<file path="src/rtl/ast_pkg.sv">
`timescale 1ns / 1ps
// ----------------------------------------------------------------------------
// ast_pkg: shared types and constants of the assembly source tokenizer
// Token kinds, error codes, scan modes and the opcode table.
// ----------------------------------------------------------------------------
package ast_pkg;

  localparam int DefPositionBits = 20;
  localparam int DefLineBits     = 16;
  localparam int DefLengthBits   = 16;

  localparam int NumOps = 27;
  localparam logic [4:0] NOT_OP = 5'd27;

  typedef enum logic [2:0] {
    KIND_OPCODE = 3'd0,
    KIND_REG    = 3'd1,
    KIND_IDENT  = 3'd2,
    KIND_IMM    = 3'd3,
    KIND_COMMA  = 3'd4,
    KIND_COLON  = 3'd5,
    KIND_END    = 3'd6,
    KIND_ERROR  = 3'd7
  } kind_t;

  typedef enum logic [2:0] {
    ERR_NONE     = 3'd0,
    ERR_MINUS    = 3'd1,
    ERR_CHAR     = 3'd2,
    ERR_HEX      = 3'd3,
    ERR_RANGE    = 3'd4
  } err_t;

  typedef enum logic [8:0] {
    M_IDLE     = 9'b000000001,
    M_COMMENT  = 9'b000000010,
    M_WORD     = 9'b000000100,
    M_MINUS    = 9'b000001000,
    M_ZERO     = 9'b000010000,
    M_DEC      = 9'b000100000,
    M_HEXSTART = 9'b001000000,
    M_HEX      = 9'b010000000,
    M_ERROR    = 9'b100000000
  } mode_t;

  // Control of one token slot, passed from the scanner to the output stage
  typedef struct packed {
    logic        valid;
    kind_t       kind;
    err_t        err;
    logic [4:0]  opi;
    logic [2:0]  regn;
    logic [31:0] imm;
  } tok_t;

  // Opcode name packed big-endian in 32 bits, length in the low 3 bits
  function automatic logic [34:0] op_entry(input logic [4:0] i);
    logic [34:0] e;
    begin
      unique case (i)
        5'd0:  e = {32'h00616461, 3'd3};
        5'd1:  e = {32'h0061647a, 3'd3};
        5'd2:  e = {32'h00616463, 3'd3};
        5'd3:  e = {32'h00617763, 3'd3};
        5'd4:  e = {32'h00616361, 3'd3};
        5'd5:  e = {32'h0061637a, 3'd3};
        5'd6:  e = {32'h00616363, 3'd3};
        5'd7:  e = {32'h00616377, 3'd3};
        5'd8:  e = {32'h006e6475, 3'd3};
        5'd9:  e = {32'h006e647a, 3'd3};
        5'd10: e = {32'h006e6463, 3'd3};
        5'd11: e = {32'h006e6375, 3'd3};
        5'd12: e = {32'h006e637a, 3'd3};
        5'd13: e = {32'h006e6363, 3'd3};
        5'd14: e = {32'h00616469, 3'd3};
        5'd15: e = {32'h006c6c69, 3'd3};
        5'd16: e = {32'h00006c77, 3'd2};
        5'd17: e = {32'h00007377, 3'd2};
        5'd18: e = {32'h00006c6d, 3'd2};
        5'd19: e = {32'h0000736d, 3'd2};
        5'd20: e = {32'h00626571, 3'd3};
        5'd21: e = {32'h00626c74, 3'd3};
        5'd22: e = {32'h00626c65, 3'd3};
        5'd23: e = {32'h006a616c, 3'd3};
        5'd24: e = {32'h006a6c72, 3'd3};
        5'd25: e = {32'h006a7269, 3'd3};
        5'd26: e = {32'h68616c74, 3'd4};
        default: e = '0;
      endcase
      return e;
    end
  endfunction

endpackage

</file>
<file path="src/rtl/ast_word_match.sv">
`timescale 1ns / 1ps
// ----------------------------------------------------------------------------
// ast_word_match: classify a finished word
// Compares the packed prefix against the opcode table, then r0-r7.
// ----------------------------------------------------------------------------
module ast_word_match #(
  parameter int LENGTH_BITS = ast_pkg::DefLengthBits
) (
  input  logic [31:0]            prefix,
  input  logic [LENGTH_BITS-1:0] len,
  output ast_pkg::tok_t          tok
);
  import ast_pkg::*;

  logic        hit;
  logic [4:0]  hit_idx;
  logic [34:0] ent;
  logic        short_word;

  assign short_word = (len <= LENGTH_BITS'(4));

  // Search the table; first match wins
  always_comb begin
    hit = 1'b0;
    hit_idx = NOT_OP;
    ent = '0;
    for (int i = NumOps - 1; i >= 0; i--) begin
      ent = op_entry(5'(i));
      if (short_word && (len == LENGTH_BITS'(ent[2:0])) && (prefix == ent[34:3])) begin
        hit = 1'b1;
        hit_idx = 5'(i);
      end
    end
  end

  always_comb begin
    tok = '0;
    tok.valid = 1'b1;
    tok.opi = NOT_OP;
    tok.err = ERR_NONE;
    if (hit) begin
      tok.kind = KIND_OPCODE;
      tok.opi = hit_idx;
    end else if (len == LENGTH_BITS'(2) && prefix[15:8] == 8'h72 &&
                 prefix[7:0] >= 8'h30 && prefix[7:0] <= 8'h37) begin
      tok.kind = KIND_REG;
      tok.regn = prefix[2:0];
    end else begin
      tok.kind = KIND_IDENT;
    end
  end

endmodule

</file>
<file path="src/rtl/ast_scanner.sv">
`timescale 1ns / 1ps
// ----------------------------------------------------------------------------
// ast_scanner: character scanner
// Holds the scan state and computes up to two token slots for one beat.
// ----------------------------------------------------------------------------
module ast_scanner #(
  parameter int POSITION_BITS = ast_pkg::DefPositionBits,
  parameter int LINE_BITS     = ast_pkg::DefLineBits,
  parameter int LENGTH_BITS   = ast_pkg::DefLengthBits
) (
  input  logic                     clk,
  input  logic                     rst,
  input  logic                     step,
  input  logic [7:0]               ch,
  input  logic                     is_end,
  input  logic                     cfg_we,
  input  logic [15:0]              cfg_line,
  output ast_pkg::tok_t            tok0,
  output ast_pkg::tok_t            tok1,
  output logic [LINE_BITS-1:0]     line0,
  output logic [LINE_BITS-1:0]     line1,
  output logic [POSITION_BITS-1:0] start0,
  output logic [POSITION_BITS-1:0] start1,
  output logic [LENGTH_BITS-1:0]   len0,
  output logic [LENGTH_BITS-1:0]   len1
);
  import ast_pkg::*;

  localparam logic [LINE_BITS-1:0]   LineMax = '1;
  localparam logic [LENGTH_BITS-1:0] LenMax  = '1;

  mode_t                    mode, mode_next;
  logic [LINE_BITS-1:0]     line_count, line_count_next, line_init;
  logic [POSITION_BITS-1:0] char_position, char_position_next;
  logic [POSITION_BITS-1:0] pending_start, pending_start_next;
  logic [LENGTH_BITS-1:0]   pending_length, pending_length_next;
  logic [31:0]              magnitude, magnitude_next;
  logic                     negative, negative_next;
  logic                     overflow, overflow_next;
  logic [31:0]              prefix, prefix_next;
  logic [15:0]              first_line;

  tok_t word_tok;
  logic is_dig, is_alp, is_wc, is_hex;
  logic [7:0] low_c, hex_d;
  logic [LENGTH_BITS-1:0] len_inc;
  logic [35:0] dec_acc, hex_acc;
  logic [31:0] limit;
  logic num_bad;
  logic do_idle;
  logic [LINE_BITS-1:0] line_after;

  ast_word_match #(.LENGTH_BITS(LENGTH_BITS)) u_match (
    .prefix(prefix), .len(pending_length), .tok(word_tok)
  );

  // Saturate the configured first line into the line counter width
  always_comb begin
    if (LINE_BITS >= 16) line_init = LINE_BITS'(first_line);
    else if ((first_line >> LINE_BITS) != 16'd0) line_init = LineMax;
    else line_init = LINE_BITS'(first_line);
  end

  // Character classes
  assign is_dig = (ch >= 8'h30 && ch <= 8'h39);
  assign is_alp = (ch >= 8'h61 && ch <= 8'h7a) || (ch >= 8'h41 && ch <= 8'h5a);
  assign is_wc  = is_dig || is_alp || ch == 8'h5f;
  assign low_c  = (ch >= 8'h41 && ch <= 8'h5a) ? ch + 8'd32 : ch;
  always_comb begin
    is_hex = 1'b1;
    hex_d = 8'd0;
    if (is_dig) hex_d = ch - 8'h30;
    else if (low_c >= 8'h61 && low_c <= 8'h66) hex_d = low_c - 8'h57;
    else is_hex = 1'b0;
  end
  assign len_inc = (pending_length < LenMax) ? pending_length + 1'b1 : pending_length;
  assign dec_acc = {4'd0, magnitude} * 36'd10 + {28'd0, ch - 8'h30};
  assign hex_acc = {magnitude, 4'd0} + {28'd0, hex_d};
  assign limit   = negative ? 32'h80000000 : 32'h7fffffff;
  assign num_bad = overflow || (magnitude > limit);

  function automatic tok_t mk(input kind_t k, input err_t e);
    tok_t t;
    begin
      t = '0;
      t.valid = 1'b1;
      t.kind = k;
      t.err = e;
      t.opi = NOT_OP;
      return t;
    end
  endfunction

  // Next state and token slots for one beat
  always_comb begin
    mode_next = mode;
    line_count_next = line_count;
    char_position_next = char_position;
    pending_start_next = pending_start;
    pending_length_next = pending_length;
    magnitude_next = magnitude;
    negative_next = negative;
    overflow_next = overflow;
    prefix_next = prefix;
    tok0 = '0;
    tok1 = '0;
    start0 = pending_start;
    start1 = char_position;
    len0 = pending_length;
    len1 = LENGTH_BITS'(1);
    do_idle = 1'b0;
    line_after = line_count;

    if (is_end) begin
      // Flush the pending token, then the end marker
      unique case (mode)
        M_WORD: tok0 = word_tok;
        M_ZERO, M_DEC, M_HEX: begin
          tok0 = num_bad ? mk(KIND_ERROR, ERR_RANGE) : mk(KIND_IMM, ERR_NONE);
          if (!num_bad) tok0.imm = negative ? 32'd0 - magnitude : magnitude;
        end
        M_MINUS: tok0 = mk(KIND_ERROR, ERR_MINUS);
        M_HEXSTART: tok0 = mk(KIND_ERROR, ERR_HEX);
        default: tok0 = '0;
      endcase
      tok1 = mk(KIND_END, ERR_NONE);
      len1 = '0;
      mode_next = M_IDLE;
      line_count_next = line_init;
      char_position_next = '0;
      pending_start_next = '0;
      pending_length_next = '0;
      magnitude_next = '0;
      negative_next = 1'b0;
      overflow_next = 1'b0;
      prefix_next = '0;
    end else begin
      char_position_next = char_position + 1'b1;
      unique case (mode)
        M_ERROR: ;
        M_COMMENT: if (ch == 8'h0a) do_idle = 1'b1;
        M_WORD: begin
          if (is_wc) begin
            if (pending_length < LENGTH_BITS'(4)) prefix_next = {prefix[23:0], low_c};
            pending_length_next = len_inc;
          end else begin
            tok0 = word_tok;
            do_idle = 1'b1;
          end
        end
        M_MINUS: begin
          if (is_dig) begin
            magnitude_next = {24'd0, ch - 8'h30};
            pending_length_next = len_inc;
            mode_next = (ch == 8'h30) ? M_ZERO : M_DEC;
          end else begin
            tok0 = mk(KIND_ERROR, ERR_MINUS);
            mode_next = M_ERROR;
          end
        end
        M_ZERO, M_DEC: begin
          if (mode == M_ZERO && (ch == 8'h78 || ch == 8'h58)) begin
            pending_length_next = len_inc;
            mode_next = M_HEXSTART;
          end else if (is_dig) begin
            magnitude_next = dec_acc[31:0];
            if (dec_acc[35:32] != 4'd0) overflow_next = 1'b1;
            pending_length_next = len_inc;
            mode_next = M_DEC;
          end else if (num_bad) begin
            tok0 = mk(KIND_ERROR, ERR_RANGE);
            mode_next = M_ERROR;
          end else begin
            tok0 = mk(KIND_IMM, ERR_NONE);
            tok0.imm = negative ? 32'd0 - magnitude : magnitude;
            do_idle = 1'b1;
          end
        end
        M_HEXSTART, M_HEX: begin
          if (is_hex) begin
            magnitude_next = hex_acc[31:0];
            if (hex_acc[35:32] != 4'd0) overflow_next = 1'b1;
            pending_length_next = len_inc;
            mode_next = M_HEX;
          end else if (mode == M_HEXSTART) begin
            tok0 = mk(KIND_ERROR, ERR_HEX);
            mode_next = M_ERROR;
          end else if (num_bad) begin
            tok0 = mk(KIND_ERROR, ERR_RANGE);
            mode_next = M_ERROR;
          end else begin
            tok0 = mk(KIND_IMM, ERR_NONE);
            tok0.imm = negative ? 32'd0 - magnitude : magnitude;
            do_idle = 1'b1;
          end
        end
        default: do_idle = 1'b1;
      endcase

      // Handle the character from the idle state
      if (do_idle) begin
        mode_next = M_IDLE;
        if (ch == 8'h20 || ch == 8'h09 || ch == 8'h0d) begin
        end else if (ch == 8'h0a) begin
          if (line_count < LineMax) line_count_next = line_count + 1'b1;
          line_after = line_count_next;
        end else if (ch == 8'h2c) begin
          tok1 = mk(KIND_COMMA, ERR_NONE);
        end else if (ch == 8'h3a) begin
          tok1 = mk(KIND_COLON, ERR_NONE);
        end else if (ch == 8'h3b) begin
          mode_next = M_COMMENT;
        end else if (ch == 8'h2d || is_dig || is_alp || ch == 8'h5f) begin
          pending_start_next = char_position;
          pending_length_next = LENGTH_BITS'(1);
          overflow_next = 1'b0;
          negative_next = (ch == 8'h2d);
          magnitude_next = is_dig ? {24'd0, ch - 8'h30} : 32'd0;
          prefix_next = (is_alp || ch == 8'h5f) ? {24'd0, low_c} : 32'd0;
          if (ch == 8'h2d) mode_next = M_MINUS;
          else if (ch == 8'h30) mode_next = M_ZERO;
          else if (is_dig) mode_next = M_DEC;
          else mode_next = M_WORD;
        end else begin
          tok1 = mk(KIND_ERROR, ERR_CHAR);
          mode_next = M_ERROR;
        end
      end
    end
    line0 = line_count;
    line1 = is_end ? line_count : line_after;
  end

  // Hold the scan state
  always_ff @(posedge clk) begin
    if (rst) begin
      mode <= M_IDLE;
      first_line <= 16'd1;
      line_count <= LINE_BITS'(1);
      char_position <= '0;
      pending_start <= '0;
      pending_length <= '0;
      magnitude <= '0;
      negative <= 1'b0;
      overflow <= 1'b0;
      prefix <= '0;
    end else if (cfg_we) begin
      first_line <= cfg_line;
      if (LINE_BITS < 16 && (cfg_line >> LINE_BITS) != 16'd0) line_count <= LineMax;
      else line_count <= LINE_BITS'(cfg_line);
    end else if (step) begin
      mode <= mode_next;
      line_count <= line_count_next;
      char_position <= char_position_next;
      pending_start <= pending_start_next;
      pending_length <= pending_length_next;
      magnitude <= magnitude_next;
      negative <= negative_next;
      overflow <= overflow_next;
      prefix <= prefix_next;
    end
  end

endmodule

</file>
<file path="src/rtl/ast_out_stage.sv">
`timescale 1ns / 1ps
// ----------------------------------------------------------------------------
// ast_out_stage: result register pair
// Holds up to two tokens of one beat and drains them one per output beat.
// ----------------------------------------------------------------------------
module ast_out_stage #(
  parameter int POSITION_BITS = ast_pkg::DefPositionBits,
  parameter int LINE_BITS     = ast_pkg::DefLineBits,
  parameter int LENGTH_BITS   = ast_pkg::DefLengthBits
) (
  input  logic                     clk,
  input  logic                     rst,
  input  logic                     load,
  input  ast_pkg::tok_t            tok0,
  input  ast_pkg::tok_t            tok1,
  input  logic [LINE_BITS-1:0]     line0,
  input  logic [LINE_BITS-1:0]     line1,
  input  logic [POSITION_BITS-1:0] start0,
  input  logic [POSITION_BITS-1:0] start1,
  input  logic [LENGTH_BITS-1:0]   len0,
  input  logic [LENGTH_BITS-1:0]   len1,
  output logic                     can_load,
  output logic                     out_valid,
  input  logic                     out_ready,
  output ast_pkg::tok_t            head,
  output logic [LINE_BITS-1:0]     head_line,
  output logic [POSITION_BITS-1:0] head_start,
  output logic [LENGTH_BITS-1:0]   head_len,
  output logic                     head_last
);
  import ast_pkg::*;

  tok_t a_tok, b_tok;
  logic [LINE_BITS-1:0] a_line, b_line;
  logic [POSITION_BITS-1:0] a_start, b_start;
  logic [LENGTH_BITS-1:0] a_len, b_len;
  logic drain;

  assign out_valid = a_tok.valid;
  assign drain = out_ready && a_tok.valid;
  // Accept when slot A is empty or frees this cycle and B is empty
  assign can_load = !b_tok.valid && (!a_tok.valid || out_ready);
  assign head = a_tok;
  assign head_line = a_line;
  assign head_start = a_start;
  assign head_len = a_len;
  assign head_last = !b_tok.valid;

  // Advance the pair: B moves to A on drain, new beat fills one or both slots
  always_ff @(posedge clk) begin
    if (rst) begin
      a_tok.valid <= 1'b0;
      b_tok.valid <= 1'b0;
    end else if (load) begin
      if (tok0.valid) begin
        a_tok <= tok0; a_line <= line0; a_start <= start0; a_len <= len0;
        b_tok <= tok1; b_line <= line1; b_start <= start1; b_len <= len1;
      end else begin
        a_tok <= tok1; a_line <= line1; a_start <= start1; a_len <= len1;
        b_tok.valid <= 1'b0;
      end
    end else if (drain) begin
      a_tok <= b_tok; a_line <= b_line; a_start <= b_start; a_len <= b_len;
      b_tok.valid <= 1'b0;
    end
  end

endmodule

</file>
<file path="src/rtl/assembly_source_tokenizer.sv">
`timescale 1ns / 1ps
// ----------------------------------------------------------------------------
// assembly_source_tokenizer: streaming assembly lexer
// One character beat in, zero to two token beats out.
// ----------------------------------------------------------------------------
// A character beat is taken in any cycle in which the result pair holds no
// second token and its head token is empty or leaving, so characters stream
// at one per cycle while the token side keeps up. A beat that gives two
// tokens (a word or number flushed by a comma, colon or bad character, or a
// pending token flushed by the end marker) blocks input while the second
// token drains. The first token appears in the cycle after its input beat.
// Write first_line only while the block is idle.
module assembly_source_tokenizer #(
  parameter int POSITION_BITS = ast_pkg::DefPositionBits,
  parameter int LINE_BITS     = ast_pkg::DefLineBits,
  parameter int LENGTH_BITS   = ast_pkg::DefLengthBits
) (
  input  logic                      clk,
  input  logic                      rst,
  input  logic                      psel,
  input  logic                      penable,
  input  logic                      pwrite,
  input  logic                      paddr,
  input  logic [31:0]               pwdata,
  output logic [31:0]               prdata,
  output logic                      pready,
  input  logic                      in_valid,
  output logic                      in_ready,
  input  logic [7:0]                ch,
  input  logic                      is_end,
  output logic                      out_valid,
  input  logic                      out_ready,
  output logic [2:0]                token_kind,
  output logic [2:0]                error_code,
  output logic [4:0]                opcode_index,
  output logic [2:0]                register_number,
  output logic signed [31:0]        immediate_value,
  output logic [LINE_BITS-1:0]      line_number,
  output logic [POSITION_BITS-1:0]  token_start,
  output logic [LENGTH_BITS-1:0]    token_length,
  output logic                      last
);
  import ast_pkg::*;

  tok_t tok0, tok1, head;
  logic [LINE_BITS-1:0] line0, line1;
  logic [POSITION_BITS-1:0] start0, start1;
  logic [LENGTH_BITS-1:0] len0, len1;
  logic step, cfg_we;
  logic [15:0] first_line;

  assign pready = 1'b1;
  assign cfg_we = psel && penable && pwrite && (paddr == 1'b0);
  assign step = in_valid && in_ready;

  // Shadow of the register for reads
  always_ff @(posedge clk) begin
    if (rst) begin
      first_line <= 16'd1;
    end else if (cfg_we) begin
      first_line <= pwdata[15:0];
    end
  end
  assign prdata = (paddr == 1'b0) ? {16'd0, first_line} : 32'd0;

  ast_scanner #(
    .POSITION_BITS(POSITION_BITS), .LINE_BITS(LINE_BITS), .LENGTH_BITS(LENGTH_BITS)
  ) u_scan (
    .clk(clk), .rst(rst), .step(step), .ch(ch), .is_end(is_end),
    .cfg_we(cfg_we), .cfg_line(pwdata[15:0]),
    .tok0(tok0), .tok1(tok1), .line0(line0), .line1(line1),
    .start0(start0), .start1(start1), .len0(len0), .len1(len1)
  );

  ast_out_stage #(
    .POSITION_BITS(POSITION_BITS), .LINE_BITS(LINE_BITS), .LENGTH_BITS(LENGTH_BITS)
  ) u_out (
    .clk(clk), .rst(rst), .load(step && (tok0.valid || tok1.valid)),
    .tok0(tok0), .tok1(tok1), .line0(line0), .line1(line1),
    .start0(start0), .start1(start1), .len0(len0), .len1(len1),
    .can_load(in_ready), .out_valid(out_valid), .out_ready(out_ready),
    .head(head), .head_line(line_number), .head_start(token_start),
    .head_len(token_length), .head_last(last)
  );

  assign token_kind = head.kind;
  assign error_code = head.err;
  assign opcode_index = head.opi;
  assign register_number = head.regn;
  assign immediate_value = head.imm;

endmodule

</file>
<file path="config.mk">
export PLATFORM = sky130hd
export DESIGN_NAME = assembly_source_tokenizer
export DESIGN_NICKNAME = d
export VERILOG_FILES = /design/src/rtl/ast_pkg.sv /design/src/rtl/ast_word_match.sv /design/src/rtl/ast_scanner.sv /design/src/rtl/ast_out_stage.sv /design/src/rtl/assembly_source_tokenizer.sv
export SDC_FILE = /design/constraint.sdc
export NUM_CORES = 1
export LEC_CHECK = 0
export BUFFER_PORTS_ARGS = -buffer_cell sky130_fd_sc_hd__buf_2
export CORE_ASPECT_RATIO = 0.75
export CORE_MARGIN = 3
export CORE_UTILIZATION = 27
export DETAILED_ROUTE_END_ITERATION = 16
export PLACE_DENSITY_LB_ADDON = 0.08
export SKIP_LAST_GASP = 1
export SLEW_MARGIN = 20
export SYNTH_ARGS = -nofsm -noshare
export SYNTH_HDL_FRONTEND = slang
export SYNTH_HIERARCHICAL = 1
export SYNTH_SLANG_ARGS = --single-unit
export TNS_END_PERCENT = 30
</file>
<file path="constraint.sdc">
create_clock -name clk -period 30.9 [get_ports clk]
set_clock_uncertainty 0.05 [all_clocks]
set_input_delay 7.725 -clock clk [delete_from_list [all_inputs] [get_ports clk]]
set_output_delay 7.725 -clock clk [all_outputs]
set_load 0.05 [all_outputs]
</file>
# After elaboration in Yosys (flattened, before gate mapping)
# Index checks and enable logic that the tools add are counted.
[totals] reg_bits=361 inputBits=49 out_inout_bits=134 elab_cells=398
[op_classes] add_sub_neg=9 n_mul=1 magnitude_cmp=15 n_eq_ne=56 n_mux=210 bitwise_logic=3 n_reduce_logical=76
[ops] operator="two-way mux 47 bit" count=18
[ops] operator="two-way mux 32 bit" count=26
[ops] operator="equality test 32 x 23 -> 1 bit (second input constant)" count=22
[ops] operator="two-way mux 16 bit" count=28
[ops] operator="case mux 47 bit (4 select lines)" count=2
[ops] operator="two-way mux 20 bit" count=12
[ops] operator="two-way mux 9 bit" count=16
[ops] operator="two-way mux 5 bit" count=27
[ops] operator="equality test 32 x 15 -> 1 bit (second input constant)" count=4
[ops] operator="case mux 32 bit (3 select lines)" count=1
[ops] operator="two-way mux 46 bit" count=2
[ops] operator="adder 36 x 8 -> 36 bit" count=2
[ops] operator="case mux 16 bit (4 select lines)" count=1
[ops] operator="two-way mux 1 bit" count=63
[ops] operator="equality test 8 x 6 -> 1 bit (second input constant)" count=6
[ops] operator="logical AND 1 bit" count=45
[ops] operator="two-way mux 8 bit" count=5
[ops] operator="multiplier 32 x 3 -> 35 bit (second input constant)" count=1
[ops] operator="adder 16 x 1 -> 16 bit (second input constant)" count=2
[ops] operator="equality test 16 x 2 -> 1 bit (second input constant)" count=2
[ops] operator="equality test 32 x 31 -> 1 bit (second input constant)" count=1
[ops] operator="equality test 8 x 7 -> 1 bit (second input constant)" count=4
[ops] operator="greater-than comparator 32 bit" count=1
[ops] operator="< comparator 16 bit (second input constant)" count=2
[ops] operator="39 further kinds" count=77

# Longest topological paths before layout
# Gate-level depths: netlist of run 1.
[depth] depth_word=38 depth_mapped=25 ltp_nobuf=21

# Cells and area by module
# Netlist of run 1, hierarchy kept.
[by_module_without_submodules] mod="ast_scanner" n_inst=1 cells_per_inst=2023 area_each_um2=15087.0 seq_area_each_um2=3263.1
[by_module_without_submodules] mod="ast_out_stage" n_inst=1 cells_per_inst=540 area_each_um2=8091.5 seq_area_each_um2=5925.7
[by_module_without_submodules] mod="ast_word_match" n_inst=1 cells_per_inst=192 area_each_um2=1340.0 seq_area_each_um2=0.0
[by_module_without_submodules] mod="assembly_source_tokenizer" n_inst=1 cells_per_inst=108 area_each_um2=996.0 seq_area_each_um2=320.3

# Least setup slack after synthesis of run 1
# Ideal clock, no wire load.
[synth_path] path_type="input to output" from="in paddr" to="out prdata[10]" arrival_ns=8.622 t_required_ns=23.125 setup_slack_ns=14.503 path_stages=2 n_path_buf=1 cell_sequence="clkbuf_1 -> nor2b_1"
[synth_between] elab_chain_cells=1
[synth_rtl] element="from (decl)" line="assembly_source_tokenizer.sv:23" rtl="input logic paddr,"
[synth_rtl] element="two-way mux 16 bit" line="assembly_source_tokenizer.sv:64" rtl="assign prdata = (paddr == 1'b0) ? {16'd0, first_line} : 32'd0;"
[synth_rtl] element="to (decl)" line="assembly_source_tokenizer.sv:25" rtl="output logic [31:0] prdata,"
# Every way passes these cells.

# Worst setup path in the final report of run 1
[layout_path] from="in paddr" to="out prdata[0]"
# The elaborated chain is that of the path after synthesis.

==> results of run 1 <==
placed cells by master (no fill, tap or decap), types with 32 or more instances in the layout:
master and count:
nor2_1 283, a21oi_1 258, nand2_1 246, edfxtp_1 196, dfxtp_1 180, buf_2 148, mux2i_1 131, ha_1 120
o21ai_0 113, conb_1 107, xor2_1 82, nand3_1 76, xnor2_1 72, buf_4 57, nor3_1 57, nand2b_1 55
nand4_1 53, clkbuf_16 46, inv_1 44, a22oi_1 35, a21o_1 33, nor2b_1 32
worst register-to-register path, stage by stage, from the launching register on:
cell       delay [ns]
dfxtp_2          0.32
buf_4            0.49
ha_1             0.40
a21o_1           0.16
a21o_1           0.17
a221o_1          0.35
a2111oi_2        0.46
o211ai_1         0.25
a2111oi_4        0.71
o21ai_2          0.30
a21oi_1          0.37
a31o_2           0.43
o21a_4           0.41
buf_4            0.85
buf_4            0.80
nor2_1           0.12
a21oi_1          0.25
metal layers:
layer / vias to the layer above / routed length (µm) / track usage, %
met5: - / 31 / 0
li1: 10500 / - / -
met1: 10200 / 44700 / 26.2
met4: 4 / 1410 / 3.12
met3: 90 / 4580 / 2.66
met2: 549 / 33400 / 22.9
sequential cells by signal, indices dropped and copies added, names as in the netlist, 9 cells and up:
name and count:
u_out/b_tok 47, u_out/head 46, u_scan/magnitude 32, u_scan/prefix 32, u_out/b_start 20, u_out/head_start 20
u_scan/start0 20, u_scan/start1 20, first_line 16, u_out/b_len 16, u_out/b_line 16, u_out/head_len 16
u_out/head_line 16, u_scan/first_line 16, u_scan/len0 16, u_scan/line0 16, u_scan/mode 9
per-stage QoR:
step	worst slack (ns)	utilization, %
floorplan	14.50	-
global placement	14.73	29.1
detailed placement	14.72	29.1
CTS	14.71	30.6
global route	14.67	30.6
finish	14.72	30.6
area by class of cell:
class	count	area share, %
diodes	3	0.0265
inverters	46	0.609
flip-flops and latches	377	33.5
clock buffers	59	4.30
well taps	1225	5.41
multi-input cells	2252	51.2
clock inverters	23	0.768
repair buffers	205	4.12
power by group:
group	internal, mW	switching (mW)	leakage (nW)
Clock	0.305	0.226	0.715
Combinational	0.0322	0.107	6.53
Sequential	0.542	0.00718	3.24
Total	0.879	0.340	10.5
worst paths after layout:
kind                        start                 to  slack, ns
setup reg to reg  u_scan/negative  u_out/head_len[5]      23.83
hold reg to reg    first_line[14]     first_line[14]       0.42
setup / recovery            paddr          prdata[0]      14.72
hold / removal     first_line[14]     first_line[14]       0.42
==> reports/results.ini, run 1 <==
[floorplan]
initial_utilization_pct = 27.5
core_area_mm2 = 0.0926
num_rows = 96
ioPinCount = 183
die_y_um = 272
die_w_um = 361
dieArea_mm2 = 0.0982

[grt]
grt_antenna_before_repair = 5
grt_max_degree = 103
grt_pass1_vias = 19900
grt_use_total_pct = 16.5
grt_first_pass_wirelength_um = 127000
overflow = 0

[placement]
placed_cell_area_mm2 = 0.0269
gp_congestion = 0.869
dp_cells = 4105
port_buffers = 149
hpwl_um = 61600

[synthesis]
avgSynthCellArea_um2 = 8.91
yosys_warnings = 6
syn-cell-area_mm2 = 0.0255
synth_cells = 2862

[run]
max_cap_viol_count = 0

[timing]
setup_viol = 0
fmaxAchievable_ghz = 0.0618
post-route-min-period_ns = 16.18
tightest_slew_ns = 1.12
max-slew-margin-rel_pct = 24.9
rsz0062_at_grt = no
finalHoldViolCount = 0
fin_crit_sh_pct = 52.4
drv_slew = 0
timing.hold.ws_ns = 0.419
setup_tns_ns = 0

[worst_setup_path]
reg2reg_depth = 16
path_common_cell = buf_2
cpPeakStageDelay_ns = 0.25
worst_setup_path_end_kind = primary output
crit_type = in -> out
arrival_ns = 8.41
required_ns = 23.13
cp_num_buf_inv = 2
cpLargestDelayFamily = buffers and inverters
crit_chain = buf_2 > and2b_2 > buf_2
cp-start-kind = primary input
cp_slowest_cell = and2b_2
cp_num_cells = 3
path_max_fanout = 17

[drt]
first_iter_violations = 1682
wire_per_inst_um = 20.1
num_vias = 21300
firstDrtPassIters = 8
route.detailed.drc = 0
wl_um = 84200
drtAntennaViolNets = 0
viasPerCell = 5.07

[outcome]
status = finished clean

[layout]
multi_input_area_mm2 = 0.0145
final_nets = 3098
area_growth_pct = 11.2
design_area_mm2 = 0.0284
n_fill_cell = 9735
drive_above_1_share_pct = 11.7
seq_area_mm2 = 0.00951
fin_cells = 4190

[clocking]
clk_pin_slew_ns = 0.06
clk_latency_ns = 0.60
cts_root_buf = clkbuf_16
clock-sinks = 377
post_cts_buffers = 0
cts_buffers = 44
htree_levels = 2
ctsResizeCount = 0
cts_hold_buf = 0
cts_tree = yes
cts_buffer_depth = 3

[worst_hold_path]
min_path_cells = 2
hp-class = reg -> reg

[power]
peakVddDrop_v = 0.0000355
power_mw = 1.22
leakagePower_nw = 10.5
power_density_mw_per_mm2 = 43.0

Note: power is estimated with default switching activity, not from simulation.
==> run 2, diff against run 1 <==
Clock period 30.9 ns to 15.2 ns, I/O delays scaled along.
==> reports/results.ini, run 2 (synthesis gave the netlist of run 1 again) <==
[worst_setup_path]
cp-start-kind = primary input
r2r_start = u_scan/negative
path_max_fanout = 68  ; +51
path_common_cell = a31o_2
reg2reg_depth = 15  ; -1
crit_type = in -> reg
cpLargestDelayFamily = simple AND/OR/NAND/NOR gates
r2r_slack_ns = 8.09  ; -15.74 ns
required_ns = 15.36  ; -7.77 ns
cp_slowest_cell = buf_4
cp_num_buf_inv = 4  ; +2
arrival_ns = 10.03  ; +1.62 ns
r2r_end = u_out/b_tok[27]
crit_chain = buf_2 > inv_1 > ha_1 > or4b_1 > a31o_2 > a21boi_1 > a21o_1 > nor3_1 > a211o_1 > inv_2 > a21oi_1 > a31o_2 > o21a_4 > nand2_1 > nor2_4 > buf_4
cpPeakStageDelay_ns = 0.86  ; +0.61 ns
worst_setup_path_end_kind = register

[timing]
max-slew-margin-rel_pct = 27.1  ; +2.2 points
fmaxAchievable_ghz = 0.101
setup_tns_ns = 0  ; unchanged
tightest_slew_ns = 1.09  ; -0.0255 ns
finalHoldViolCount = 0  ; unchanged
rsz0062_at_grt = no
drv_slew = 0  ; unchanged
post-route-min-period_ns = 9.88
fin_crit_sh_pct = 65.0
setup_viol = 0  ; unchanged

[layout]
final_nets = 3103  ; +0.16%
mostFrequentLayoutCell = nor2_1
largest_reg_flops = 47  ; unchanged
layout_common_cells = 282 x nor2_1, 258 x a21oi_1, 246 x nand2_1, 196 x edfxtp_1, 180 x dfxtp_1
area_growth_pct = 11.0
largest_register = u_out/b_tok
design_area_mm2 = 0.0283  ; -0.13%
drive_above_1_share_pct = 11.7  ; -0.020 points

[drt]
drtAntennaViolNets = 0  ; unchanged
route.detailed.drc = 0  ; unchanged
wl_um = 85200  ; +1.2%
first_iter_violations = 1702  ; +1.2%
firstDrtPassIters = 6  ; -2
wire_per_inst_um = 20.3  ; +1.1%
route.met3.wl_um = 4670  ; +1.9%
wl_met2_um = 33700  ; +0.70%
num_vias = 21400  ; +0.51%
topRoutingLayerUsed = met5
drt-met1-wl_um = 45400  ; +1.5%
viasPerCell = 5.09  ; +0.41%

[grt]
grt_use_total_pct = 16.8  ; +0.36 points
overflow = 0  ; unchanged
grt_max_degree = 106  ; +2.9%
grt_pass1_vias = 20300  ; +2.0%
grt_first_pass_wirelength_um = 130000  ; +2.1%
grt_antenna_before_repair = 6  ; +1

[floorplan]
core_area_mm2 = 0.0926  ; unchanged
ioPinCount = 183  ; unchanged
initial_utilization_pct = 27.5  ; unchanged
dieArea_mm2 = 0.0982  ; unchanged
die_w_um = 361  ; unchanged
num_rows = 96  ; unchanged
die_y_um = 272  ; unchanged

[power]
peakVddDrop_v = 0.0000659  ; +86%
leakagePower_nw = 10.5  ; -0.31%
power_mw = 2.44  ; +100%
power_density_mw_per_mm2 = 86.1  ; +100%

[worst_hold_path]
hp-start = u_scan/first_line[8]
min_path_cells = 2  ; unchanged
hp-class = reg -> reg
hold_path_end = u_scan/first_line[8]

[placement]
gp_congestion = 0.867  ; -0.21%
port_buffers = 149  ; unchanged
hpwl_um = 62000  ; +0.54%
placed_cell_area_mm2 = 0.0269  ; +0.11%

[clocking]
cts_buffer_depth = 3  ; unchanged
cts_root_buf = clkbuf_16
ctsResizeCount = 0  ; unchanged
cts_tree = yes
cts_hold_buf = 0  ; unchanged
clock-sinks = 377  ; unchanged
clk_latency_ns = 0.60  ; about the same
htree_levels = 2  ; unchanged
cts_buffers = 45  ; +2.3%
post_cts_buffers = 0  ; unchanged
clk_pin_slew_ns = 0.06  ; about the same

[outcome]
status = finished clean

[run]
max_cap_viol_count = 0  ; unchanged

run 2: cell type report:
type                            count  area, µm²
Multi-Input combinational cell   2252      14500
Antenna cell                        2       5.00
Clock buffer                       61       1200
Clock inverter                     22        175
Tap cell                         1225       1530
Inverter                           46        173
Sequential cell                   377       9510
Timing Repair Buffer              209       1200
Fill cell                        9757      64300
run 2: worst max path at each step:
stage          startpoint              end  cells past startpoint
6_report            ch[1]  u_out/b_tok[27]                     16
5_1_grt             ch[1]  u_out/b_tok[28]                     16
4_1_cts             ch[1]  u_out/b_tok[31]                     16
3_5_place_dp        ch[1]  u_out/b_tok[27]                     16
3_3_place_gp        ch[1]  u_out/b_tok[31]                     16
2_1_floorplan       ch[1]    u_out/head[0]                     17
run 2: through the flow:
stage | cells | setup slack, ns | hold slack (ns) | util [%]
4_1_cts | 4192 | 5.37 | 0.420 | 30.6
3_3_place_gp | 4109 | 4.73 | 0.405 | 29.1
5_1_grt | 4192 | 4.97 | 0.442 | 30.6
6_report | 4194 | 5.32 | 0.417 | 30.6
3_5_place_dp | 4109 | 4.76 | 0.409 | 29.1
2_1_floorplan | 2964 | 3.34 | 0.393 | -
run 2: power by group:
group / internal, mW / switching, mW / total, mW / leakage (nW)
Sequential: 1.10 / 0.0155 / 1.12 / 3.24
Combinational: 0.0655 / 0.217 / 0.282 / 6.55
Clock: 0.573 / 0.466 / 1.04 / 0.663
run 2: worst register-to-register path, delay by kind of cell, from the launching register on:
family / cells / cell delay (ns)
compound gates: 10 / 3.48
fa+ha+maj: 1 / 0.39
buf+inv: 2 / 1.36
flops: 1 / 0.31
simple gates: 2 / 0.96
run 2: routing by layer:
| layer | vias to the layer above | global-route usage, % |
|---|---|---|
| met3 | 80 | 2.38 |
| met5 | - | 0.686 |
| li1 | 10500 | - |
| met2 | 562 | 23.3 |
| met4 | 5 | 3.31 |
| met1 | 10200 | 26.9 |
